$ cat config.mk
export PLATFORM = sky130hd
export DESIGN_NAME = fan_afterrun_and_precharge_relay_timer
export DESIGN_NICKNAME = d
export VERILOG_FILES = /design/src/fapr_pkg.sv /design/src/fapr_fan_timer.sv /design/src/fapr_precharge.sv /design/src/fan_afterrun_and_precharge_relay_timer.sv
export SDC_FILE = /design/constraint.sdc
export NUM_CORES = 1
export LEC_CHECK = 0
export ABC_AREA = 1
export BUFFER_PORTS_ARGS = -buffer_cell sky130_fd_sc_hd__buf_4
export CAP_MARGIN = 5
export CORE_ASPECT_RATIO = 0.6
export CORE_MARGIN = 2
export CORE_UTILIZATION = 40
export DETAILED_ROUTE_END_ITERATION = 8
export PLACE_DENSITY = 0.64
export SLEW_MARGIN = 20
export SYNTH_ARGS = -nofsm -noshare
export SYNTH_HDL_FRONTEND = slang
export SYNTH_HIERARCHICAL = 1
export SYNTH_SLANG_ARGS = --single-unit
export TNS_END_PERCENT = 10
$ cat constraint.sdc
create_clock -name clk -period 9.15 [get_ports clk]
set_clock_uncertainty 0.05 [all_clocks]
set_input_delay 0.915 -clock clk [delete_from_list [all_inputs] [get_ports clk]]
set_output_delay 0.915 -clock clk [all_outputs]
set_load 0.03 [all_outputs]
$ cat src/fapr_pkg.sv
// Shared types and constants for the fan after-run and precharge relay timer.
package fapr_pkg;

	localparam int unsigned MS_PER_SEC  = 1000;
	localparam int unsigned SEC_PER_MIN = 60;

	localparam int unsigned MS_W   = 10;
	localparam int unsigned SEC_W  = 6;
	localparam int unsigned MIN_W  = 16;
	localparam int unsigned CHG_W  = 16;
	localparam int unsigned REG_W  = 16;
	localparam int unsigned IDX_W  = 2;

	localparam logic [MS_W-1:0]  MS_LAST  = MS_W'(MS_PER_SEC - 1);
	localparam logic [SEC_W-1:0] SEC_LAST = SEC_W'(SEC_PER_MIN - 1);

	typedef enum logic [IDX_W-1:0] {
		REG_FAN_HOLD_MINUTES     = 2'd0,
		REG_UNDERVOLT_LEVEL      = 2'd1,
		REG_UNDERVOLT_HYSTERESIS = 2'd2,
		REG_RELAY_DELAY_MS       = 2'd3
	} reg_idx_t;

	// One tick as it leaves the input register toward the state logic.
	typedef struct packed {
		logic              step;       // item advances and init is done
		logic              running;
		logic              test_mode;
		logic              undervolt_fault;
		logic [REG_W-1:0]  bus_voltage;
	} tick_t;

	typedef struct packed {
		logic [REG_W-1:0] undervolt_level;
		logic [REG_W-1:0] undervolt_hysteresis;
		logic [REG_W-1:0] relay_delay_ms;
	} chg_cfg_t;

endpackage

$ cat src/fapr_fan_timer.sv
// Fan after-run counters: ms, seconds and minutes after the drive stops.
module fapr_fan_timer (
	input  logic                       clk,
	input  logic                       arst_n,
	input  fapr_pkg::tick_t            tick,
	input  logic [fapr_pkg::REG_W-1:0] fan_hold_minutes,
	output logic                       fan_next
);

	logic                        fan_state_q;
	logic [fapr_pkg::MS_W-1:0]   ms_q;
	logic [fapr_pkg::SEC_W-1:0]  sec_q;
	logic [fapr_pkg::MIN_W-1:0]  min_q;

	logic                        fan_d;
	logic [fapr_pkg::MS_W-1:0]   ms_d;
	logic [fapr_pkg::SEC_W-1:0]  sec_d;
	logic [fapr_pkg::MIN_W-1:0]  min_d;
	logic [fapr_pkg::MIN_W-1:0]  min_inc;

	assign min_inc = min_q + fapr_pkg::MIN_W'(1);

	always_comb begin
		fan_d = fan_state_q;
		ms_d  = ms_q;
		sec_d = sec_q;
		min_d = min_q;
		if (tick.running) begin
			fan_d = 1'b1;
			ms_d  = '0;
			sec_d = '0;
			min_d = '0;
		end else if (fan_state_q) begin
			if (fan_hold_minutes != '0) begin
				if (ms_q >= fapr_pkg::MS_LAST) begin
					ms_d = '0;
					if (sec_q >= fapr_pkg::SEC_LAST) begin
						sec_d = '0;
						min_d = min_inc;
						if (min_inc >= fan_hold_minutes) begin
							fan_d = 1'b0;
							min_d = '0;
						end
					end else begin
						sec_d = sec_q + fapr_pkg::SEC_W'(1);
					end
				end else begin
					ms_d = ms_q + fapr_pkg::MS_W'(1);
				end
			end else begin
				fan_d = 1'b0;
				ms_d  = '0;
				sec_d = '0;
				min_d = '0;
			end
		end
	end

	assign fan_next = tick.step ? fan_d : fan_state_q;

	always_ff @(posedge clk or negedge arst_n) begin
		if (!arst_n) begin
			fan_state_q <= 1'b0;
			ms_q        <= '0;
			sec_q       <= '0;
			min_q       <= '0;
		end else if (tick.step) begin
			fan_state_q <= fan_d;
			ms_q        <= ms_d;
			sec_q       <= sec_d;
			min_q       <= min_d;
		end
	end

endmodule

$ cat src/fapr_precharge.sv
// Precharge qualification counter and completion flag.
module fapr_precharge (
	input  logic                clk,
	input  logic                arst_n,
	input  fapr_pkg::tick_t     tick,
	input  fapr_pkg::chg_cfg_t  cfg,
	output logic                flag_next
);

	logic [fapr_pkg::CHG_W-1:0] count_q;
	logic                       flag_q;
	logic [fapr_pkg::CHG_W-1:0] count_d;
	logic                       flag_d;
	logic [fapr_pkg::REG_W:0]   threshold;
	logic                       below;
	logic                       above;

	// The sum is one bit wider so it never wraps.
	assign threshold = {1'b0, cfg.undervolt_level} + {1'b0, cfg.undervolt_hysteresis};
	assign below     = tick.bus_voltage < cfg.undervolt_level;
	assign above     = {1'b0, tick.bus_voltage} > threshold;

	always_comb begin
		count_d = count_q;
		flag_d  = flag_q;
		if (tick.test_mode) begin
			flag_d = 1'b1;
		end else if (below) begin
			if (!tick.running) begin
				count_d = '0;
				flag_d  = 1'b0;
			end
		end else if (!flag_q) begin
			if (!tick.undervolt_fault && above) begin
				if (count_q >= cfg.relay_delay_ms) begin
					flag_d = 1'b1;
				end else begin
					count_d = count_q + fapr_pkg::CHG_W'(1);
				end
			end else begin
				count_d = '0;
			end
		end
	end

	assign flag_next = tick.step ? flag_d : flag_q;

	always_ff @(posedge clk or negedge arst_n) begin
		if (!arst_n) begin
			count_q <= '0;
			flag_q  <= 1'b0;
		end else if (tick.step) begin
			count_q <= count_d;
			flag_q  <= flag_d;
		end
	end

endmodule

$ cat src/fan_afterrun_and_precharge_relay_timer.sv
// Top level: input register, fan and precharge state logic, result register.
//
//  channel  direction  handshake              payload
//  in       input      in_valid / in_stall    init_done running test_mode bus_voltage
//                                             undervolt_fault
//  out      output     out_valid / out_stall  fan_on relay_on charge_done
//  wr       input      wr_en                  wr_index wr_data
//
// One item per clock cycle sustained while out_stall is low; each item passes through the input
// register and its result is presented from the result register.
// The state update happens when the item moves from the input register to the
// result register, so a stalled output freezes the state along with the pipeline.
// in_stall rises only while both registers hold items and out_stall is high.
// Reset clears the counters, flags, configuration and both valid bits.
module fan_afterrun_and_precharge_relay_timer (
	input  logic                       clk,
	input  logic                       arst_n,
	input  logic                       in_valid,
	output logic                       in_stall,
	input  logic                       init_done,
	input  logic                       running,
	input  logic                       test_mode,
	input  logic [15:0]                bus_voltage,
	input  logic                       undervolt_fault,
	output logic                       out_valid,
	input  logic                       out_stall,
	output logic                       fan_on,
	output logic                       relay_on,
	output logic                       charge_done,
	input  logic                       wr_en,
	input  logic [fapr_pkg::IDX_W-1:0] wr_index,
	input  logic [fapr_pkg::REG_W-1:0] wr_data
);

	logic [fapr_pkg::REG_W-1:0] fan_hold_minutes_q;
	fapr_pkg::chg_cfg_t         chg_cfg_q;

	logic                       valid_s1;
	logic                       init_done_s1;
	logic                       running_s1;
	logic                       test_mode_s1;
	logic [15:0]                bus_voltage_s1;
	logic                       undervolt_fault_s1;

	logic                       advance;
	fapr_pkg::tick_t            tick;
	logic                       fan_next;
	logic                       flag_next;

	always_ff @(posedge clk or negedge arst_n) begin
		if (!arst_n) begin
			fan_hold_minutes_q <= '0;
			chg_cfg_q          <= '0;
		end else if (wr_en) begin
			unique case (fapr_pkg::reg_idx_t'(wr_index))
				fapr_pkg::REG_FAN_HOLD_MINUTES:     fan_hold_minutes_q <= wr_data;
				fapr_pkg::REG_UNDERVOLT_LEVEL:      chg_cfg_q.undervolt_level <= wr_data;
				fapr_pkg::REG_UNDERVOLT_HYSTERESIS: chg_cfg_q.undervolt_hysteresis <= wr_data;
				fapr_pkg::REG_RELAY_DELAY_MS:       chg_cfg_q.relay_delay_ms <= wr_data;
				default: ;
			endcase
		end
	end

	assign advance  = valid_s1 && !(out_valid && out_stall);
	assign in_stall = valid_s1 && out_valid && out_stall;

	always_ff @(posedge clk or negedge arst_n) begin
		if (!arst_n) begin
			valid_s1 <= 1'b0;
		end else if (!in_stall) begin
			valid_s1 <= in_valid;
		end
	end

	always_ff @(posedge clk) begin
		if (in_valid && !in_stall) begin
			init_done_s1       <= init_done;
			running_s1         <= running;
			test_mode_s1       <= test_mode;
			bus_voltage_s1     <= bus_voltage;
			undervolt_fault_s1 <= undervolt_fault;
		end
	end

	assign tick.step            = advance && init_done_s1;
	assign tick.running         = running_s1;
	assign tick.test_mode       = test_mode_s1;
	assign tick.undervolt_fault = undervolt_fault_s1;
	assign tick.bus_voltage     = bus_voltage_s1;

	fapr_fan_timer u_fan (
		.clk              (clk),
		.arst_n           (arst_n),
		.tick             (tick),
		.fan_hold_minutes (fan_hold_minutes_q),
		.fan_next         (fan_next)
	);

	fapr_precharge u_chg (
		.clk       (clk),
		.arst_n    (arst_n),
		.tick      (tick),
		.cfg       (chg_cfg_q),
		.flag_next (flag_next)
	);

	always_ff @(posedge clk or negedge arst_n) begin
		if (!arst_n) begin
			out_valid <= 1'b0;
		end else if (!(out_valid && out_stall)) begin
			out_valid <= valid_s1;
		end
	end

	// The relay is held open until initialization is done.
	always_ff @(posedge clk) begin
		if (advance) begin
			fan_on      <= fan_next;
			charge_done <= flag_next;
			relay_on    <= init_done_s1 && (test_mode_s1 ? fan_next : flag_next);
		end
	end

endmodule

==> run_results.csv <==
group,metric,value,unit
run_status,status,"finished clean",
clock_network,holdBufCountCts,0,
cells_and_area,drive_above_1_share,12.4,%
critical_path,crit_type,"flop to flop",
critical_path,critPathMaxFanout,12,
sta,holdWs,0.426,ns
sta,fin_crit_sh,47.8,%
logic_synthesis,synth_top_cell_area_share,33.0,%
detailed_routing,vias,7189,
cells_and_area,area_growth,12.3,%
floorplanning,io_pins,48,
critical_path,cp_common_cell,"nand2_1",
placement,place.detailed.hpwl,16300,um
logic_synthesis,synth_cells,1070,
logic_synthesis,syn-cell-area,8800,sq um
clock_network,root_buffer,"clkbuf_16",
floorplanning,rows,41,
cells_and_area,multi_input_area,4540,sq um
clock_network,clk_pin_slew_worst_paths,0.07,ns
logic_synthesis,ys_seq_area_share,40.8,%
pwr,leakage,5.01,nW
critical_path,crit_slowest_cell,"dfrtp_1",
critical_path,crit_chain,"ha_1, inv_1, nor3_1, a21oi_1, o21ai_1, a21boi_0, o21ai_1, xor2_1, ha_1, nand2_1, nor2_1, a211oi_1, nand2_1, nand2_1, nand2_1, nand2_1, nand2_1, nand3_4, nand2_1, o21bai_1, inv_1, o21ai_0, nor2_1",
sta,rsz0062_at_grt,"false",
logic_synthesis,synth_area_leaders,"dfrtp_1 (33%), nand2_1 (14%), ha_1 (12%)",
sta,hold_viol,0,
floorplanning,die_x,196,um
run,max_cap_viol_count,0,
critical_path,path_depth,23,
critical_path,r2r-end,"relay_on$_DFFE_PP_",
clock_network,clkSinkCount,139,
logic_synthesis,ys_warn_count,6,
min_path,worstHoldStart,"fan_hold_minutes_q[14]$_DFFE_PN0P_",
critical_path,r2r_slack,4.78,ns
critical_path,critPathTopFamily,"compound AO/OA/AOI/OAI gates",
floorplanning,core_area,21300,sq um
detailed_routing,route.detailed.drc,0,
clock_network,post_cts_resized,0,
clock_network,post_cts_buffers,0,
clock_network,cts_max_level,4,
clock_network,clock_latency,0.43,ns
sta,period_needed,4.37,ns
detailed_routing,avgViaCountPerCell,5.14,
global_route,antenna_found_initial,0,
critical_path,crit_path_end_kind,"flop",
global_route,track_usage,20.0,%
sta,final_max_slew_viol_count,0,
placement,numPortBuffers,47,
critical_path,max_stage_delay,0.40,ns
floorplanning,die_h,119,um
pwr,p_per_area,198,nW/um^2
pwr,vdd_ir_drop_max,0.141,mV
logic_synthesis,syn_avg_cell_area,8.23,sq um
sta,relSlewSlack,41.1,%
placement,dp.cells,1367,
clock_network,clock_path_buffers,2,
clock_network,cts_inserted_buffers,17,
detailed_routing,dr.pass1.iters,5,
min_path,whs_path_depth,2,
sta,max_freq,229,MHz
global_route,grt_overflow,0,
critical_path,critPathLaunchType,"flop",
cells_and_area,final.fill_count,2054,
logic_synthesis,ys_ff_latch,139,
floorplanning,dieArea,23300,sq um
detailed_routing,wl,22000,um
critical_path,worstRegToRegCells,23,
logic_synthesis,synth_top_area_cell,"dfrtp_1",
min_path,min_to,"fan_hold_minutes_q[14]$_DFFE_PN0P_",
cells_and_area,final_cells,1399,
detailed_routing,wire_per_inst,15.7,um
cells_and_area,antenna_cells,0,
global_route,grt_pass1_wl,36300,um
cells_and_area,regArea,3590,sq um
pwr,p_total,1.96,mW
min_path,hold_path.class,"flop to flop",
clock_network,cts_tree,"built",
global_route,grt_max_degree,69,
logic_synthesis,ys_types,51,
critical_path,cp_data_arrival_time,4.50,ns
sta,tightestPinTransition,0.882,ns
critical_path,worstPathRequired,9.28,ns
detailed_routing,first_iter_violations,683,
logic_synthesis,syn_nets,1197,
cells_and_area,finish.net_count,1234,
critical_path,crit_buf_inv,2,
global_route,grt_pass1_vias,6795,
sta,setup_viol,0,
placement,finalWeightedCongestion,0.850,
cells_and_area,final_core_util,46.5,%
sta,tns,0,ns
detailed_routing,ant_nets,0,
floorplanning,initial_utilization,41.4,%
critical_path,r2r_start,"chg_cfg_q[36]$_DFFE_PN0P_",
-- metal layers --
layer | wire length (um) | share of wire, % | vias to the layer above | global-route usage (%)
li1 | - | - | 3629 | -
met1 | 12000 | 54 | 3345 | 32.1
met2 | 8000 | 36 | 204 | 25.6
met3 | 1870 | 8.5 | 11 | 6.15
met4 | 138 | 0.63 | 0 | 3.72
met5 | 0 | 0 | - | 0
-- layout by cell type, fill, tap and decap left out, types with 3 or more instances in the layout --
master        n
nor2_4        3
ha_1         83
o21ai_0      21
clkbuf_1      3
xor2_1       24
inv_2         6
edfxtp_1     23
nand2_1     320
dfrtp_1     116
xnor2_1       6
buf_4        48
clkinvlp_4    3
inv_4         3
a21oi_1      49
nor3_1       16
nand2_2       7
o21ai_1       4
a31oi_1       3
inv_6         3
nand3_1      52
nand4_1      69
nor2_1       43
o21a_1        4
inv_1       123
o21ai_2      16
or2_1         5
nand3_2       8
clkbuf_16    17
clkinv_1      3
nor2_2        6
-- cells in the mapped netlist (all sizes together) --
| cell | n |
|---|---|
| fa | 1 |
| a21boi | 3 |
| a31o | 2 |
| o21a | 4 |
| nand4 | 69 |
| xor2 | 26 |
| ha | 83 |
| o21ai | 41 |
| nor2 | 53 |
| a211oi | 1 |
| nor4 | 3 |
| a21o | 2 |
| a31oi | 3 |
| o31ai | 1 |
| clkbuf | 6 |
| buf | 24 |
| a21oi | 49 |
| o2111a | 1 |
| o21bai | 1 |
| nor3 | 17 |
| edfxtp | 23 |
| dfrtp | 116 |
| and3 | 2 |
| inv | 130 |
| nand3b | 1 |
| nand3 | 62 |
| nand2 | 328 |
| xnor2 | 7 |
| or2 | 8 |
| clkinv | 3 |
-- flip-flops by register name (all words and copies together) (netlist names), 6 cells and up --
name	count
u_fan/sec_q	6
bus_voltage_s1	16
u_fan/min_q	16
chg_cfg_q	48
u_chg/count_q	16
fan_hold_minutes_q	16
u_fan/ms_q	10
-- layout make-up --
class / count / area share, %
multi-input cells: 768 / 45.9
flip-flops and latches: 139 / 36.3
inverters: 133 / 5.07
clock buffers: 20 / 4.41
repair buffers: 48 / 3.64
well taps: 279 / 3.53
clock inverters: 12 / 1.15
-- worst register-to-register path, cell delays in order, from the launching register on --
cell and delay, ns:
dfrtp_1 0.40, ha_1 0.38, inv_1 0.09, nor3_1 0.18, a21oi_1 0.15, o21ai_1 0.38, a21boi_0 0.22, o21ai_1 0.27
xor2_1 0.18, ha_1 0.25, nand2_1 0.08, nor2_1 0.05, a211oi_1 0.16, nand2_1 0.08, nand2_1 0.06, nand2_1 0.05
nand2_1 0.06, nand2_1 0.27, nand3_4 0.19, nand2_1 0.12, o21bai_1 0.15, inv_1 0.09, o21ai_0 0.15, nor2_1 0.05
-- power by group --
part,switching [mW],internal (mW)
clock network,0.289,0.377
registers,0.0532,0.703
logic,0.345,0.195
total,0.687,1.28
-- worst max-delay path by stage --
stage / start / end
after detailed placement: chg_cfg_q[36]$_DFFE_PN0P_ / relay_on$_DFFE_PP_
after global placement: chg_cfg_q[18]$_DFFE_PN0P_ / relay_on$_DFFE_PP_
final: chg_cfg_q[36]$_DFFE_PN0P_ / relay_on$_DFFE_PP_
after CTS: chg_cfg_q[36]$_DFFE_PN0P_ / relay_on$_DFFE_PP_
after global routing: chg_cfg_q[36]$_DFFE_PN0P_ / relay_on$_DFFE_PP_
after floorplan: chg_cfg_q[18]$_DFFE_PN0P_ / relay_on$_DFFE_PP_
-- metrics by stage --
stage | cell area, sq um | setup WS, ns
after global placement | 9340 | 5.02
after floorplan | 8800 | 5.72
after global routing | 9890 | 4.30
after detailed placement | 9340 | 4.94
final | 9890 | 4.78
after CTS | 9890 | 4.90
-- kinds of logic (layout without fill, tap and decap cells) --
family / count (synthesis) / in the layout / share of synthesized area, %
XOR/XNOR: 33 / 33 / 3.54
flip-flops: 139 / 139 / 40.8
AO/OA/AOI/OAI: 108 / 108 / 7.45
buffers and inverters: 163 / 213 / 7.67
adder cells (fa/ha/maj): 84 / 84 / 12.0
AND/OR/NAND/NOR: 543 / 543 / 28.5
Power figures use the tool's default switching activity.
